File: src/design/ioef_pkg.sv
// ----------------------------------------------------------------------------
// ioef_pkg
// Shared types, constants and the cosine table function of the IR
// observation-error inflation factor block.
// ----------------------------------------------------------------------------
package ioef_pkg;

  localparam int unsigned COS_TABLE_BITS = 10;

  localparam int unsigned WN_W    = 19;
  localparam int unsigned WATER_W = 16;
  localparam int unsigned ZEN_W   = 15;
  localparam int unsigned TAU_W   = 16;
  localparam int unsigned MAXZ_W  = 14;
  localparam int unsigned FAC_W   = 24;
  localparam int unsigned CFG_W   = 19;
  localparam int unsigned COS_W   = 17;
  localparam int unsigned PT_W    = WN_W + TAU_W;
  localparam int unsigned P_W     = PT_W + COS_W;
  localparam int unsigned E_W     = 47;
  localparam int unsigned V_W     = 48;
  localparam int unsigned DIV_STEPS  = 48;
  localparam int unsigned SQRT_STEPS = 24;

  localparam logic [WN_W-1:0]   BAND_LOW_RST  = WN_W'(200000);
  localparam logic [WN_W-1:0]   BAND_HIGH_RST = WN_W'(240000);
  localparam logic [MAXZ_W-1:0] MAX_ZEN_RST   = MAXZ_W'(8900);

  localparam logic [ZEN_W-1:0] ZEN_RIGHT = ZEN_W'(9000);
  localparam logic [P_W-1:0]   DEN_SCALE = P_W'(64'd40000 << 31);
  localparam logic [E_W-1:0]   SAT_E     = E_W'(64'd40000 << 15);
  localparam logic [FAC_W-1:0] FACTOR_ONE = FAC_W'(65536);
  localparam logic [FAC_W-1:0] FACTOR_MAX = '1;

  localparam longint unsigned HALF_PI_Q30 = 64'd1686629713;
  localparam longint          ONE_Q30     = 64'sd1073741824;

  typedef enum logic [1:0] {
    REG_BAND_LOW  = 2'd0,
    REG_BAND_HIGH = 2'd1,
    REG_MAX_ZEN   = 2'd2
  } reg_idx_e;

  typedef struct packed {
    logic valid;
    logic inflate;
    logic sat;
  } ctl_t;

  function automatic logic [COS_W-1:0] cos_q16(int unsigned idx, int unsigned bits);
    longint unsigned theta;
    longint unsigned u;
    longint unsigned mag;
    longint unsigned c;
    longint          h;
    longint          t;
    int              k;
    theta = (longint'(idx) * HALF_PI_Q30) >> bits;
    u = (theta * theta) >> 30;
    h = ONE_Q30;
    for (k = 0; k < 6; k++) begin
      mag = (h < 0) ? longint'(-h) : longint'(h);
      t = longint'((u * mag) >> 30);
      if (h < 0) t = -t;
      case (k)
        0: h = ONE_Q30 - t / 132;
        1: h = ONE_Q30 - t / 90;
        2: h = ONE_Q30 - t / 56;
        3: h = ONE_Q30 - t / 30;
        4: h = ONE_Q30 - t / 12;
        default: h = ONE_Q30 - t / 2;
      endcase
    end
    if (h <= 0) return '0;
    c = (longint'(h) + 64'd8192) >> 14;
    if (c > 64'd65536) c = 64'd65536;
    return COS_W'(c);
  endfunction

endpackage

File: src/design/ioef_sqrt.sv
// ----------------------------------------------------------------------------
// ioef_sqrt
// Digit-by-digit integer square root, one result bit per stage.
// ----------------------------------------------------------------------------
module ioef_sqrt (
  input  logic                        clk_i,
  input  logic                        rst_ni,
  input  logic                        adv_i,
  input  ioef_pkg::ctl_t              ctl_i,
  input  logic [ioef_pkg::V_W-1:0]    v_i,
  output ioef_pkg::ctl_t              ctl_o,
  output logic [ioef_pkg::FAC_W-1:0]  root_o
);

  localparam int unsigned N  = ioef_pkg::SQRT_STEPS;
  localparam int unsigned VW = ioef_pkg::V_W;
  localparam int unsigned RW = VW + 1;

  ioef_pkg::ctl_t  ctl_q  [N];
  logic [VW-1:0]   rem_q  [N];
  logic [RW-1:0]   root_q [N];

  for (genvar g = 0; g < N; g++) begin : g_stage
    localparam logic [RW-1:0] BIT = RW'(1) << (VW - 2 - 2 * g);
    ioef_pkg::ctl_t  ctl_s;
    logic [VW-1:0]   rem_s;
    logic [RW-1:0]   root_s, trial;
    logic            ge;
    if (g == 0) begin : g_first
      assign ctl_s  = ctl_i;
      assign rem_s  = v_i;
      assign root_s = '0;
    end else begin : g_next
      assign ctl_s  = ctl_q[g-1];
      assign rem_s  = rem_q[g-1];
      assign root_s = root_q[g-1];
    end
    assign trial = root_s + BIT;
    assign ge    = RW'(rem_s) >= trial;

    always_ff @(posedge clk_i or negedge rst_ni) begin
      if (!rst_ni) begin
        ctl_q[g] <= '0;
      end else if (adv_i) begin
        ctl_q[g] <= ctl_s;
      end
    end

    always_ff @(posedge clk_i) begin
      if (adv_i) begin
        rem_q[g]  <= ge ? rem_s - trial[VW-1:0] : rem_s;
        root_q[g] <= ge ? (root_s >> 1) + BIT : root_s >> 1;
      end
    end
  end

  assign ctl_o  = ctl_q[N-1];
  assign root_o = root_q[N-1][ioef_pkg::FAC_W-1:0];

endmodule

File: config.mk
export PLATFORM = sky130hd
export DESIGN_NAME = ioef_sqrt
export DESIGN_NICKNAME = d
export VERILOG_FILES = /design/src/design/ioef_pkg.sv /design/src/design/ioef_sqrt.sv
export SDC_FILE = /design/constraint.sdc
export NUM_CORES = 2
export LEC_CHECK = 0
export BUFFER_PORTS_ARGS = -buffer_cell sky130_fd_sc_hd__buf_4
export CELL_PAD_IN_SITES_DETAIL_PLACEMENT = 2
export CELL_PAD_IN_SITES_GLOBAL_PLACEMENT = 2
export CORE_MARGIN = 8
export CORE_UTILIZATION = 29
export CTS_CLUSTER_SIZE = 25
export DETAILED_ROUTE_END_ITERATION = 10
export PLACE_DENSITY = 0.56
export SYNTH_ARGS = -nofsm -noshare
export SYNTH_HDL_FRONTEND = slang
export SYNTH_SLANG_ARGS = --single-unit
export TNS_END_PERCENT = 50
File: constraint.sdc
create_clock -name clk_i -period 9.5 [get_ports clk_i]
set_clock_uncertainty 0.1 [all_clocks]
set_input_delay 2.375 -clock clk_i [delete_from_list [all_inputs] [get_ports clk_i]]
set_output_delay 2.375 -clock clk_i [all_outputs]
set_load 0.03 [all_outputs]
==> out/results.tsv <==
stage	metric	value	unit
power	P per Cell Area	239	nW/µm²
global_route	largest net degree at the start of global routing	162	
power	leakage power	0.0296	µW
cells_and_area	Layout area overhead	14.7	%
clock_network	Clock Latency Late Sink	0.83	ns
yosys	asr flop ratio synth	4.88	%
yosys	count leader, synth	edfxtp_1	
clock_network	Sink Count	1476	
worst_setup_path	Worst setup SP type	flop	
cells_and_area	post-route cell area	80100	µm²
run	Max Cap Viol	0	
clock_network	Longest Clk Path Bufs	3	
global_route	vias in the first global route	47300	
yosys	flops & latches, synth	1476	
floorplanning	die width	507	µm
yosys	Mapped Area	69800	µm²
global_route	first-pass GRT wire length	294000	µm
cells_and_area	layout cells sized above 1	9.47	%
hold_path	Hold Path Class	flop to flop	
placement	Placed Area	74400	µm²
timing	Final TNS setup	0	ns
global_route	GRT overflow	0	
timing	period utilization	48.8	%
floorplanning	starting density of the core	29.1	%
route	vias	43400	
floorplanning	CORE AREA	240000	µm²
yosys	Mapped Avg Cell Area	12.9	µm²
clock_network	Resized cells post-CTS	0	
route	Avg WL per Cell	21.5	µm
worst_setup_path	critical path type	flop to flop	
floorplanning	die height	507	µm
power	VDD IR max	0.177	mV
yosys	Post-Syn Instances	5415	
yosys	Mapped Nets	5791	
floorplanning	die area	257000	µm²
route	Iter 0 DRT Violations	2273	
timing	Slew Limit Fails	0	
placement	PortBufs	80	
worst_setup_path	Crit. End Element	flop	
yosys	Netlist cell types	88	
timing	final hold vios	0	
cells_and_area	nets	5971	
timing	minimum clock period	4.64	ns
clock_network	CTS Buf Count	172	
worst_setup_path	Arr. time, crit path	5.11	ns
timing	Max Freq	216	MHz
route	via/cell ratio	4.87	
yosys	sequential fraction of the synthesis area	63.0	%
timing	Hold WS	0.319	ns
yosys	synth cell count leaders	edfxtp_1 (1404), inv_1 (395), ha_1 (322)	
outcome	status	complete, no violations	
yosys	Yosys top cell area share	60.4	%
yosys	Post-synth EDFFs	1404	
yosys	Yosys Warn Count	0	
yosys	Main synth FF type	edfxtp_1	
yosys	Yosys top cell by area	edfxtp_1	
route	antenna viol nets, final	0	
timing	measured slew at the worst slew-check pin	1.34	ns
floorplanning	# rows	180	
global_route	initial antenna violation count	6	
timing	final setup vio count	0	
clock_network	H-tree levels	4	
clock_network	CTS tree	done	
route	Routed WL	192000	µm
timing	Rel. slew slack	9.87	%
worst_setup_path	worst path required time	9.97	ns
timing	RSZ-0062 raised after global routing	false	
clock_network	clock root buffer	clkbuf_16	
floorplanning	Ports	81	
route	DRT Pass-1 Iters	4	
route	DRC violations left	0	
global_route	GRT Total Usage	14.7	%
worst_setup_path	Critical Path Fanout Max	40	
yosys	synth top area cells	edfxtp_1 (60%), ha_1 (5.8%), xnor2_1 (3.1%)	
clock_network	Hold-fix buffers, CTS	0	
clock_network	post-CTS setup buffer count	0	
cells_and_area	fill count	25000	
clock_network	CTS clk-pin slew, worst paths	0.07	ns
placement	post-DP HPWL	146000	µm
placement	routability congestion estimate	0.784	
## cell families (layout without fill, tap and decap cells)
family / after synthesis / count (layout) / synth area share, %
buf+inv: 509 / 827 / 2.79
compound gates: 962 / 962 / 8.56
simple gates: 1519 / 1519 / 11.5
flops: 1476 / 1476 / 63.0
other cells: 0 / 2 / 0
fa+ha+maj: 322 / 322 / 5.77
mux: 143 / 143 / 2.28
xor+xnor: 484 / 484 / 6.07
## metal layers
metal	up-vias	GRT usage (%)	share of wire (%)
li1	20700	-	-
met1	22000	18.6	44
met2	424	26.5	51
met3	245	2.14	2.8
met4	0	3.27	1.9
met5	-	0	0
## metrics by stage
step                      total power [µW]  setup slack (ns)  std cells  util [%]
after global routing                 20100              4.65       8919      33.4
after global placement               12600              4.90       8606      31.0
after CTS                            19500              4.89       8918      33.4
after detailed placement             12700              4.82       8606      31.0
final                                19100              4.86       8920      33.4
after floorplan                      11300              5.73       5415         -
## power by group
group / switching, µW / internal [µW]
registers: 734 / 8270
clock network: 2820 / 3820
logic: 2050 / 1440
total: 5610 / 13500
## worst max-delay path: stages (launching register included)
cell,delay (ns)
edfxtp_1,0.40
ha_1,0.44
or3b_2,0.56
or3_1,0.37
or4_1,0.66
o21ai_1,0.29
nor3_4,0.12
buf_4,0.29
inv_2,0.26
nand4_2,0.37
nor4_1,0.39
xor2_1,0.11
## path summary, 6_finish.rpt
path	slack (ns)	to	cells past startpoint	from
worst max-delay path	4.86	rem_q[2][323]	11	rem_q[2][265]
worst min-delay path	0.32	root_q[2][304]	0	root_q[2][256]
worst max register to register	4.86	rem_q[2][323]	11	rem_q[2][265]
worst min register to register	0.32	root_q[2][304]	0	root_q[2][256]
max in group asynchronous	7.08	ctl_q[68]	1	rst_ni
min in group asynchronous	1.59	ctl_q[15]	1	rst_ni
## layout by cell type, fill, tap and decap left out, types with 29 or more instances in the layout
cell type / count
clkbuf_16: 172
a21o_1: 108
ha_1: 322
inv_1: 395
mux2_2: 128
dfrtp_1: 72
nor2_1: 307
or4_1: 43
o21ai_0: 236
edfxtp_1: 1404
xor2_1: 237
nor3_1: 139
and3_1: 31
o31ai_1: 29
a21oi_1: 306
buf_4: 109
or3_1: 67
a31oi_1: 35
o21a_1: 44
nand2b_1: 56
nand4_1: 97
o211ai_1: 31
nor2b_1: 44
nand3_1: 79
clkinv_2: 30
xnor2_1: 247
nand2_1: 309
clkinv_1: 41
clkbuf_1: 29
nor4_1: 185
## state kept, by name, indices dropped and copies added, names as in the netlist
name    count
ctl_o       3
ctl_q      69
rem_q    1104
root_q    300
## area by class of cell
class	instances	area, µm²	share of cell area (%)
multi-input cells	3430	23900	29.9
well taps	3185	3990	4.98
clock buffers	201	4410	5.51
repair buffers	118	1010	1.26
inverters	397	1490	1.86
clock inverters	111	1280	1.60
flip-flops and latches	1476	44000	54.9
diodes	2	5.00	0.00625
No activity file was read; power rests on OpenSTA's default activity.
